===== src/hw/rtl/isd_pkg.sv =====
// Shared constants, codes and item types for the indent style detector.
package isd_pkg;

    // Block sizing
    localparam int LINE_LIMIT = 5000;
    localparam int MIN_WIDTH  = 2;
    localparam int MAX_WIDTH  = 8;

    localparam int DEPTH_TOP  = 3 * MAX_WIDTH;
    localparam int HIST_SIZE  = DEPTH_TOP + 1;
    localparam int CNT_W      = $clog2(LINE_LIMIT + 1);
    localparam int ADDR_W     = $clog2(HIST_SIZE);
    localparam int WID_W      = $clog2(MAX_WIDTH + 1);
    localparam int RES_W      = $clog2(MAX_WIDTH);

    // Field widths
    localparam int DEPTH_W    = 10;
    localparam int HEAD_W     = 8;
    localparam int KIND_W     = 2;
    localparam int OWID_W     = 4;
    localparam int RATIO_W    = 4;
    localparam int GRACE_W    = 8;
    localparam int CFG_IDX_W  = 1;
    localparam int CFG_DATA_W = 8;

    // Register indexes
    localparam logic [CFG_IDX_W-1:0] REG_RATIO = 1'b0;
    localparam logic [CFG_IDX_W-1:0] REG_GRACE = 1'b1;

    localparam logic [RATIO_W-1:0] RATIO_RESET = 4'd4;
    localparam logic [GRACE_W-1:0] GRACE_RESET = 8'd50;

    // Item actions and line head bytes
    localparam logic ACTION_LINE   = 1'b0;
    localparam logic ACTION_FINISH = 1'b1;
    localparam logic [HEAD_W-1:0] HEAD_TAB   = 8'd9;
    localparam logic [HEAD_W-1:0] HEAD_SPACE = 8'd32;

    typedef enum logic [KIND_W-1:0] {
        KIND_INVALID = 2'd0,
        KIND_SPACES  = 2'd1,
        KIND_TABS    = 2'd2
    } t_kind;

    typedef struct packed {
        logic               action;
        logic [DEPTH_W-1:0] indent_depth;
        logic [HEAD_W-1:0]  head_char;
    } t_in_item;

    typedef struct packed {
        logic [KIND_W-1:0] indent_kind;
        logic [OWID_W-1:0] indent_width;
    } t_out_item;

endpackage


===== src/hw/rtl/indent_style_detector.sv =====
// Indent style detector top level: line counters, depth histogram memory and verdict walk.
//
//   channel   dir  handshake                  payload
//   in        in   i_in_valid / o_in_ready    i_in_item  (t_in_item)
//   out       out  o_out_valid / i_out_ready  o_out_item (t_out_item)
//   cfg       in   i_cfg_we                   i_cfg_idx, i_cfg_data
//
// Line items are taken one per cycle while the detector is idle; the histogram
// read-modify-write runs in the cycle after the accept, with forwarding from the previous write.
// A finish item that is not decided as spaces gives its result in the cycle after the accept.
// A spaces verdict walks the 25-entry histogram through its read port
// and then tries one width per cycle before the result is registered.
// Reset clears the histogram valid bits at once: no clearing pass.
// A finish item waits while an earlier verdict has not been taken; line items do not.
module indent_style_detector
    import isd_pkg::*;
(
    input  logic                  i_clk,
    input  logic                  i_rst_n,
    input  logic                  i_in_valid,
    output logic                  o_in_ready,
    input  t_in_item              i_in_item,
    output logic                  o_out_valid,
    input  logic                  i_out_ready,
    output t_out_item             o_out_item,
    input  logic                  i_cfg_we,
    input  logic [CFG_IDX_W-1:0]  i_cfg_idx,
    input  logic [CFG_DATA_W-1:0] i_cfg_data
);

    typedef enum logic [2:0] {
        S_IDLE = 3'b001,
        S_WALK = 3'b010,
        S_PICK = 3'b100
    } t_state;

    t_state r_state, n_state;

    logic [RATIO_W-1:0] r_ratio;
    logic [GRACE_W-1:0] r_grace;

    logic [CNT_W-1:0] r_line_total, r_tab_lines, r_space_lines;

    // Histogram memory and per-entry valid bits
    logic [CNT_W-1:0]     r_hist [HIST_SIZE];
    logic [CNT_W-1:0]     r_rd_data;
    logic [HIST_SIZE-1:0] r_hvld;

    // Line update stage and last-write forwarding
    logic              r_b_vld;
    logic [ADDR_W-1:0] r_b_addr;
    logic              r_lw_vld;
    logic [ADDR_W-1:0] r_lw_addr;
    logic [CNT_W-1:0]  r_lw_data;

    // Histogram walk
    logic              r_iss;
    logic [ADDR_W-1:0] r_addr;
    logic              r_w_vld;
    logic [ADDR_W-1:0] r_w_addr;
    logic [RES_W-1:0]  r_res  [MIN_WIDTH:MAX_WIDTH];
    logic [CNT_W-1:0]  r_miss [MIN_WIDTH:MAX_WIDTH];
    logic              r_occ  [MIN_WIDTH:MAX_WIDTH];

    // Width selection
    logic [WID_W-1:0] r_pick_w, r_best, n_best;

    logic      r_out_vld;
    t_out_item r_out;

    logic in_acc, line_acc, fin_acc, counted, in_bounds, tab_hit, sp_hit;
    logic out_acc, clr, rd_en, walk_last, pick_last, p_take;
    logic [ADDR_W-1:0]        rd_addr;
    logic [CNT_W+RATIO_W-1:0] tab_scaled, sp_scaled;
    t_kind                    fin_kind;
    logic [CNT_W-1:0]         b_old, b_new, w_data, p_miss, bst_miss;
    logic [CNT_W+GRACE_W-1:0] p_prod;

    // Handshakes
    assign o_in_ready = (r_state == S_IDLE) &&
                        !(i_in_valid && (i_in_item.action == ACTION_FINISH) && r_out_vld);
    assign in_acc     = i_in_valid && o_in_ready;
    assign line_acc   = in_acc && (i_in_item.action == ACTION_LINE);
    assign fin_acc    = in_acc && (i_in_item.action == ACTION_FINISH);
    assign out_acc    = r_out_vld && i_out_ready;

    // Line classification
    assign counted   = line_acc && (r_line_total < CNT_W'(LINE_LIMIT));
    assign in_bounds = (i_in_item.indent_depth >= DEPTH_W'(MIN_WIDTH)) &&
                       (i_in_item.indent_depth <= DEPTH_W'(DEPTH_TOP));
    assign tab_hit   = counted && in_bounds && (i_in_item.head_char == HEAD_TAB);
    assign sp_hit    = counted && in_bounds && (i_in_item.head_char == HEAD_SPACE);

    // Kind decision on finish
    assign tab_scaled = r_tab_lines * r_ratio;
    assign sp_scaled  = r_space_lines * r_ratio;
    always_comb begin
        if (r_tab_lines == '0 && r_space_lines == '0) begin
            fin_kind = KIND_INVALID;
        end else if ((CNT_W+RATIO_W)'(r_space_lines) > tab_scaled) begin
            fin_kind = KIND_SPACES;
        end else if ((CNT_W+RATIO_W)'(r_tab_lines) > sp_scaled) begin
            fin_kind = KIND_TABS;
        end else begin
            fin_kind = KIND_INVALID;
        end
    end

    // Histogram increment with forwarding of the last write
    always_comb begin
        if (r_lw_vld && (r_lw_addr == r_b_addr)) begin
            b_old = r_lw_data;
        end else if (r_hvld[r_b_addr]) begin
            b_old = r_rd_data;
        end else begin
            b_old = '0;
        end
    end
    assign b_new = b_old + CNT_W'(1);

    // Walk data: unwritten entries read as zero
    assign w_data    = r_hvld[r_w_addr] ? r_rd_data : '0;
    assign walk_last = r_w_vld && (r_w_addr == ADDR_W'(HIST_SIZE - 1));

    // One width tried per cycle
    assign p_miss    = r_miss[r_pick_w];
    assign bst_miss  = r_miss[r_best];
    assign p_prod    = p_miss * r_grace;
    assign p_take    = r_occ[r_pick_w] &&
                       ((p_miss <= bst_miss) || (p_prod < (CNT_W+GRACE_W)'(r_line_total)));
    assign n_best    = p_take ? r_pick_w : r_best;
    assign pick_last = (r_pick_w == WID_W'(MAX_WIDTH));

    assign clr = (fin_acc && (fin_kind != KIND_SPACES)) ||
                 ((r_state == S_PICK) && pick_last);

    // Memory read port select
    assign rd_en   = sp_hit || ((r_state == S_WALK) && r_iss);
    assign rd_addr = (r_state == S_WALK) ? r_addr : i_in_item.indent_depth[ADDR_W-1:0];

    // Next state
    always_comb begin
        n_state = r_state;
        case (r_state)
            S_IDLE: begin
                if (fin_acc && (fin_kind == KIND_SPACES)) n_state = S_WALK;
            end
            S_WALK: begin
                if (walk_last) n_state = S_PICK;
            end
            S_PICK: begin
                if (pick_last) n_state = S_IDLE;
            end
            default: n_state = S_IDLE;
        endcase
    end

    // Histogram memory
    always_ff @(posedge i_clk) begin
        if (rd_en) begin
            r_rd_data <= r_hist[rd_addr];
        end
        if (r_b_vld) begin
            r_hist[r_b_addr] <= b_new;
        end
    end

    // Control, counters and configuration
    always_ff @(posedge i_clk) begin
        if (!i_rst_n) begin
            r_state       <= S_IDLE;
            r_ratio       <= RATIO_RESET;
            r_grace       <= GRACE_RESET;
            r_line_total  <= '0;
            r_tab_lines   <= '0;
            r_space_lines <= '0;
            r_hvld        <= '0;
            r_b_vld       <= 1'b0;
            r_lw_vld      <= 1'b0;
            r_iss         <= 1'b0;
            r_w_vld       <= 1'b0;
            r_out_vld     <= 1'b0;
        end else begin
            r_state <= n_state;

            if (i_cfg_we) begin
                case (i_cfg_idx)
                    REG_RATIO: r_ratio <= i_cfg_data[RATIO_W-1:0];
                    REG_GRACE: r_grace <= i_cfg_data[GRACE_W-1:0];
                    default: ;
                endcase
            end

            if (clr) begin
                r_line_total  <= '0;
                r_tab_lines   <= '0;
                r_space_lines <= '0;
            end else begin
                if (counted) r_line_total  <= r_line_total + CNT_W'(1);
                if (tab_hit) r_tab_lines   <= r_tab_lines + CNT_W'(1);
                if (sp_hit)  r_space_lines <= r_space_lines + CNT_W'(1);
            end

            // clear wins over a late write of the finished document
            if (clr) begin
                r_hvld <= '0;
            end else if (r_b_vld) begin
                r_hvld[r_b_addr] <= 1'b1;
            end

            r_b_vld  <= sp_hit;
            r_lw_vld <= r_b_vld && !clr;

            // walk read issue
            if (fin_acc && (fin_kind == KIND_SPACES)) begin
                r_iss <= 1'b1;
            end else if ((r_state == S_WALK) && r_iss &&
                         (r_addr == ADDR_W'(HIST_SIZE - 1))) begin
                r_iss <= 1'b0;
            end
            r_w_vld <= (r_state == S_WALK) && r_iss;

            if (fin_acc && (fin_kind != KIND_SPACES)) begin
                r_out_vld <= 1'b1;
            end else if ((r_state == S_PICK) && pick_last) begin
                r_out_vld <= 1'b1;
            end else if (out_acc) begin
                r_out_vld <= 1'b0;
            end
        end
    end

    // Payload registers
    always_ff @(posedge i_clk) begin
        r_b_addr  <= i_in_item.indent_depth[ADDR_W-1:0];
        r_lw_addr <= r_b_addr;
        r_lw_data <= b_new;

        if (fin_acc) begin
            r_addr <= '0;
        end else if ((r_state == S_WALK) && r_iss) begin
            r_addr <= r_addr + ADDR_W'(1);
        end
        r_w_addr <= r_addr;

        // miss counts, occupancy and residues per width
        for (int w = MIN_WIDTH; w <= MAX_WIDTH; w++) begin
            if (fin_acc) begin
                r_res[w]  <= '0;
                r_miss[w] <= '0;
                r_occ[w]  <= 1'b0;
            end else if (r_w_vld) begin
                if (r_res[w] != '0) r_miss[w] <= r_miss[w] + w_data;
                if (r_w_addr == ADDR_W'(w)) r_occ[w] <= (w_data != '0);
                r_res[w] <= (r_res[w] == RES_W'(w - 1)) ? '0 : r_res[w] + RES_W'(1);
            end
        end

        if (walk_last) begin
            r_pick_w <= WID_W'(MIN_WIDTH);
            r_best   <= WID_W'(MIN_WIDTH);
        end else if (r_state == S_PICK) begin
            r_pick_w <= r_pick_w + WID_W'(1);
            r_best   <= n_best;
        end

        if (fin_acc && (fin_kind != KIND_SPACES)) begin
            r_out.indent_kind  <= fin_kind;
            r_out.indent_width <= '0;
        end else if ((r_state == S_PICK) && pick_last) begin
            r_out.indent_kind  <= KIND_SPACES;
            r_out.indent_width <= OWID_W'(n_best);
        end
    end

    assign o_out_valid = r_out_vld;
    assign o_out_item  = r_out;

    // Checks
    a_fin_next: assert property (@(posedge i_clk) disable iff (!i_rst_n)
        fin_acc |=> (r_state == S_WALK) || o_out_valid)
        else $error("finish item neither walked nor answered");

    a_width_zero: assert property (@(posedge i_clk) disable iff (!i_rst_n)
        (o_out_valid && (o_out_item.indent_kind != KIND_SPACES)) |->
            (o_out_item.indent_width == '0))
        else $error("width set on a non-space verdict");

    a_walk_quiet: assert property (@(posedge i_clk) disable iff (!i_rst_n)
        (r_state == S_WALK) |-> !r_b_vld)
        else $error("histogram update pending during walk");

    a_clear_vld: assert property (@(posedge i_clk) disable iff (!i_rst_n)
        $past(clr) |-> (r_hvld == '0))
        else $error("histogram valid bits survive a clear");

    a_walk_beat: assert property (@(posedge i_clk) disable iff (!i_rst_n)
        r_w_vld |-> $past(r_state == S_WALK))
        else $error("walk data beat outside walk");

endmodule

===== config.mk =====
export PLATFORM = sky130hd
export DESIGN_NAME = indent_style_detector
export DESIGN_NICKNAME = d
export VERILOG_FILES = /design/src/hw/rtl/isd_pkg.sv /design/src/hw/rtl/indent_style_detector.sv
export SDC_FILE = /design/constraint.sdc
export NUM_CORES = 2
export LEC_CHECK = 0
export ABC_AREA = 0
export BUFFER_PORTS_ARGS = -buffer_cell sky130_fd_sc_hd__buf_4
export CAP_MARGIN = 15
export CORE_ASPECT_RATIO = 0.6
export CORE_MARGIN = 4
export CORE_UTILIZATION = 65
export CTS_CLUSTER_DIAMETER = 80
export DETAILED_ROUTE_END_ITERATION = 10
export GPL_TIMING_DRIVEN = 0
export PLACE_DENSITY = 0.79
export SKIP_LAST_GASP = 1
export SYNTH_ARGS = -nofsm -noshare
export SYNTH_HDL_FRONTEND = slang
export SYNTH_SLANG_ARGS = --single-unit

===== constraint.sdc =====
create_clock -name i_clk -period 10.11 [get_ports i_clk]
set_clock_uncertainty 0.05 [all_clocks]
set_input_delay 1.011 -clock i_clk [delete_from_list [all_inputs] [get_ports i_clk]]
set_output_delay 1.011 -clock i_clk [all_outputs]
set_load 0.01 [all_outputs]

After elaboration in Yosys (flattened, before gate mapping)
Memories as Yosys holds them, arrays and structs flattened. A register that Yosys moved wholly into a read port is not among the register bits.
Index checks and enable logic that the tools add are counted.

storage, ports and cells
  register bits after elaboration = 131
  latch bits = 0
  bits in writable memories = 444
  bits in read-only memories = 0
  bits of input ports = 33
  logic and storage cells = 278
  memories = 4

cells by class
  add/sub/neg operators = 20
  $mul = 3
  div/mod/pow operators = 0
  order comparisons = 10
  eq/ne operators = 28
  shift-type cells = 0
  mux-type cells = 122
  bitwise operators = 25
  reduce and logical (&&, ||, !) cells = 45

memory list
  name    words  bits a word  read ports  clocked after Yosys merged registers in  write ports  RTL line                     source
  r_hist  25     13           1           1                                        1            indent_style_detector.sv:45  logic [CNT_W-1:0] r_hist [HIST_SIZE];
  r_miss  7      13           9           2                                        7            indent_style_detector.sv:62  logic [CNT_W-1:0] r_miss [MIN_WIDTH:MAX_WIDTH];
  r_res   7      3            7           0                                        7            indent_style_detector.sv:61  logic [RES_W-1:0] r_res [MIN_WIDTH:MAX_WIDTH];
  r_occ   7      1            1           1                                        7            indent_style_detector.sv:63  logic r_occ [MIN_WIDTH:MAX_WIDTH];

operators by type and width
  operator               count
  $mux 13                10
  $add 13x13->13         7
  $mux 1                 78
  $add 13x1->13 const B  4
  $mux 3                 17
  $gt 13x17->1           2
  $mul 13x4->17          2
  $mux 4                 7
  $logic_not 13->1       2
  $or 25x25->25          1
  $reduce_bool 3->1      8
  $logic_and 1x1->1      23
  $add 3x1->3 const B    7
  $lt 21x13->1           1
  $mul 13x8->21          1
  $or 1x1->1             21
  $eq 5x3->1 const B     4
  $eq 3x3->1 const B     5
  $le 13x13->1           1
  $lt 13x13->1 const B   1
  $reduce_bool 13->1     1
  $lt 5x6->1 const B     2
  $mux 6                 2
  $bmux 1 s5             2
  other kinds (28)       44

Depth between registers and ports, before layout
  word-level depth = 10
  gate-level depth with buffers = 33
  depth with buffers taken out = 30

Least setup slack after synthesis
OpenSTA, ideal clock, no wires.

  kind = flip-flop to flip-flop
  from = register with a tool-made name
  to = register r_out, in the netlist o_out_item[0]
  setup time = 0.130 ns
  data arrival time = 7.396 ns
  data required time = 9.930 ns
  path slack = 2.534 ns
  cell stages (with the launch flop) = 32
  clock period less this slack = 7.576 ns
  cell sequence = dfxtp_1 buf_2 buf_1 buf_2 mux2i_1 nor2_1 a21oi_1 nor2_1 a21oi_1 inv_1 nand2_1 fa_1 fa_1 inv_1 fa_1 inv_1 fa_1 inv_1 ha_1 a21o_1 a211oi_1 nor2_1 xor2_1 ha_1 a21o_1 a21oi_1 o221ai_1 nor4b_1 nor4b_1 nand3_1 a32oi_1 o211ai_1

RTL lines
  item              RTL line                     source
  end: declaration  indent_style_detector.sv:69  t_out_item r_out;

==> results.toml <==
[hold_path]
hold_class = "reg -> reg"
holdPathStages = 0
hold_path_end = "r_lw_addr[2]$_DFF_P_"
hp-start = "r_b_addr[2]$_DFF_P_"

[clock_network]
cts_buffers = 54
clk-insertion-delay-late_ns = 0.66
htree_levels = 2
post_cts_buffers = 0
cts.sinks = 596
max-clock-path-buffers = 3
path_clk_slew_ns = 0.07
tritoncts = "yes"
clock-root-buffer = "clkbuf_16"

[timing]
fin_crit_sh = 0.918
post-route-min-period_ns = 9.28
hold_viol = 0
setup_violations = 0
worst_pin_slew_ns = 1.29
fmax_mhz = 108
slew_headroom = 0.139
drv_slew = 0
finalSetupTns_ns = 0
rsz0062_at_grt = "false"

[grt]
grtUsageTotal = 0.341
overflow = 0
antenna_found_initial = 3
grt_max_degree = 27
grt_pass1_wl_um = 159000
first_global_vias = 27369

[power_and_ir_drop]
switching_share = 0.257
power_frac_comb = 0.099
p_int_w = 0.00398
power_density_nw_per_um2 = 133
peakVddDrop_mv = 0.154
power.leakage_nw = 16.5
share_seq_of_total_power = 0.495
switchingPower_w = 0.00138
clock_power_share = 0.406

[placed_design]
place_area_sq_um = 38600
port_buffers = 40
place_congestion = 0.990
hpwl_um = 76500

[worst_setup_path]
rr_endpoint = "o_out_item[1]$_SDFFE_PP0P_"
cp-end-kind = "flop"
path_class = "reg -> reg"
slowest_stage = "a21oi_1"
reg2reg_depth = 32
cp.required_ns = 10.59
cp-start-kind = "flop"
r2r_slack_ns = 0.83
cp.arrival_ns = 9.76
crit_path_max_incr_delay_ns = 0.74
path_max_fanout = 19

[route]
avgRoutedWirePerCell_um = 22.3
antenna_left = 0
first_iter_violations = 4433
num_vias = 29371
drt-pass1-iter-count = 6
drt_wl_total_um = 103000
drc = 0
vias_per_cell = 6.36

[die]
initial_core_util = 0.659
io-pin-count = 41
row_count = 67
core_sq_um = 55900
dieArea_sq_um = 60700
die_x_um = 315
die_y_um = 192

[logic_synthesis]
synth_top_family_by_area = "simple AND/OR/NAND/NOR gates"
synth-xor-area-share = 0.0340
syn-num-nets = 4084
ys_warn_count = 0
synth_compound_area_frac = 0.0904
synthMuxAreaShare = 0.0386
synth_top_area_frac = 0.374
syn_area_per_cell_sq_um = 9.99
synth_enable_flop_cells = 459
netlist.top_cell.by_area = "edfxtp_1"
synthAdderAreaFrac = 0.148
synth_area_leaders = "edfxtp_1, ha_1, dfxtp_1, fa_1, nand2_1"
synth.most_common_cell = "nand2_1"
synth_common_cells = "nand2_1, edfxtp_1, nor2_1, inv_1, ha_1"
synthSimpleGateAreaFrac = 0.196
async_flop_share = 0
yosysSeqAreaShare = 0.449
yosys_register_bits = 596
synth_area_sq_um = 36800
synth.distinct_cells = 74
syn-instance-count = 3686
synth_ff_type = "edfxtp_1"

[status]
outcome = "finished clean"

[layout]
final_nets = 4216
drive_above_1_share = 0.0616
syn2layout_area_growth_pct = 9.77
diodes = 0
fin_area_sq_um = 40400

[run]
maxCapViolCount = 0
-- critical path: cells and delay by family (launching register included) --
| kind | cells | cell delay (ns) |
|---|---|---|
| adders and majority gates | 6 | 2.73 |
| buffers and inverters | 6 | 1.29 |
| DFF | 1 | 0.30 |
| AOI/OAI and AO/OA | 8 | 2.42 |
| muxes | 1 | 0.24 |
| xor gates and xnor gates | 1 | 0.13 |
| and+or+nand+nor | 10 | 1.97 |
-- cell families after synthesis --
kind of cell,Yosys count
muxes,93
adders and majority gates,365
xor gates and xnor gates,143
DFF,596
and+or+nand+nor,1562
AOI/OAI and AO/OA,501
buffers and inverters,426
-- area by class of cell --
| cell class | instances | area (sq um) |
|---|---|---|
| Buffer | 163 | 638 |
| Clock buffer | 61 | 1400 |
| Clock inverter | 38 | 435 |
| Fill cell | 3970 | 15500 |
| Inverter | 262 | 983 |
| Multi-Input combinational cell | 2664 | 18800 |
| Sequential cell | 596 | 16500 |
| Tap cell | 759 | 950 |
| Timing Repair Buffer | 77 | 719 |
-- worst max-delay path by stage --
| stage | slack (ns) | cells past startpoint | endpoint |
|---|---|---|---|
| 5_1_grt | 0.30 | 32 | o_out_item[1]$_SDFFE_PP0P_ |
| 6_report | 0.83 | 32 | o_out_item[1]$_SDFFE_PP0P_ |
| 3_3_place_gp | 0.75 | 33 | o_out_item[1]$_SDFFE_PP0P_ |
| 2_1_floorplan | 2.53 | 31 | o_out_item[0]$_SDFFE_PP0P_ |
| 4_1_cts | 0.57 | 33 | o_out_item[1]$_SDFFE_PP0P_ |
| 3_5_place_dp | 0.63 | 33 | o_out_item[1]$_SDFFE_PP0P_ |
-- routing by layer --
layer,up-vias,wire (um),track usage
met5,-,33,0
met4,6,2730,0.0893
met3,213,16600,0.123
met2,1977,39600,0.450
met1,13944,44100,0.529
li1,13231,-,-
-- per-stage QoR --
step                      setup slack, ns   util  std cells  hold slack, ns  total power, W
after floorplan                      2.53      -       3686           0.279         0.00304
after global placement              0.751  0.681       4485           0.283         0.00320
after detailed placement            0.630  0.690       4519           0.287         0.00321
after CTS                           0.573  0.723       4618           0.306         0.00534
after global routing                0.298  0.723       4620           0.312         0.00552
final                               0.832  0.723       4620           0.304         0.00536
-- sequential cells by signal, indices dropped and copies added (netlist names), 3 cells and up, named ones only --
name,flops
r_hist,325
r_miss,91
r_hvld,25
r_res,21
r_line_total,13
r_lw_data,13
r_rd_data,13
r_space_lines,13
r_tab_lines,13
r_grace,8
r_occ,7
o_out_item,6
r_addr,5
r_b_addr,5
r_lw_addr,5
r_w_addr,5
r_best,4
r_pick_w,4
r_ratio,4
r_state,3
-- placed cells by master, fill, tap and decap left out, types with 57 or more instances in the layout --
cell type	Yosys	layout
a21oi_1	155	153
and2_1	76	76
buf_4	0	57
clkbuf_1	136	141
dfxtp_1	137	137
edfxtp_1	459	459
fa_1	117	117
ha_1	248	248
inv_1	262	262
nand2_1	535	535
nand3_1	235	235
nor2_1	345	339
nor2b_1	101	101
nor3_1	93	93
o21ai_0	74	74
xnor2_1	71	69
xor2_1	72	66
-- repair_timing --
action                     4_1_cts  5_1_grt
resized for setup                0        2
setup endpoints to repair        0       12
hold buffers                     0        0
-- power groups by stage --
stage | logic [W] | registers (W) | clock network [W]
after floorplan | 0.000342 | 0.00270 | 0
after global placement | 0.000489 | 0.00271 | 0
after detailed placement | 0.000506 | 0.00271 | 0
after CTS | 0.000512 | 0.00265 | 0.00217
after global routing | 0.000582 | 0.00266 | 0.00228
final | 0.000532 | 0.00266 | 0.00218
No activity file was read; power rests on OpenSTA's default activity.
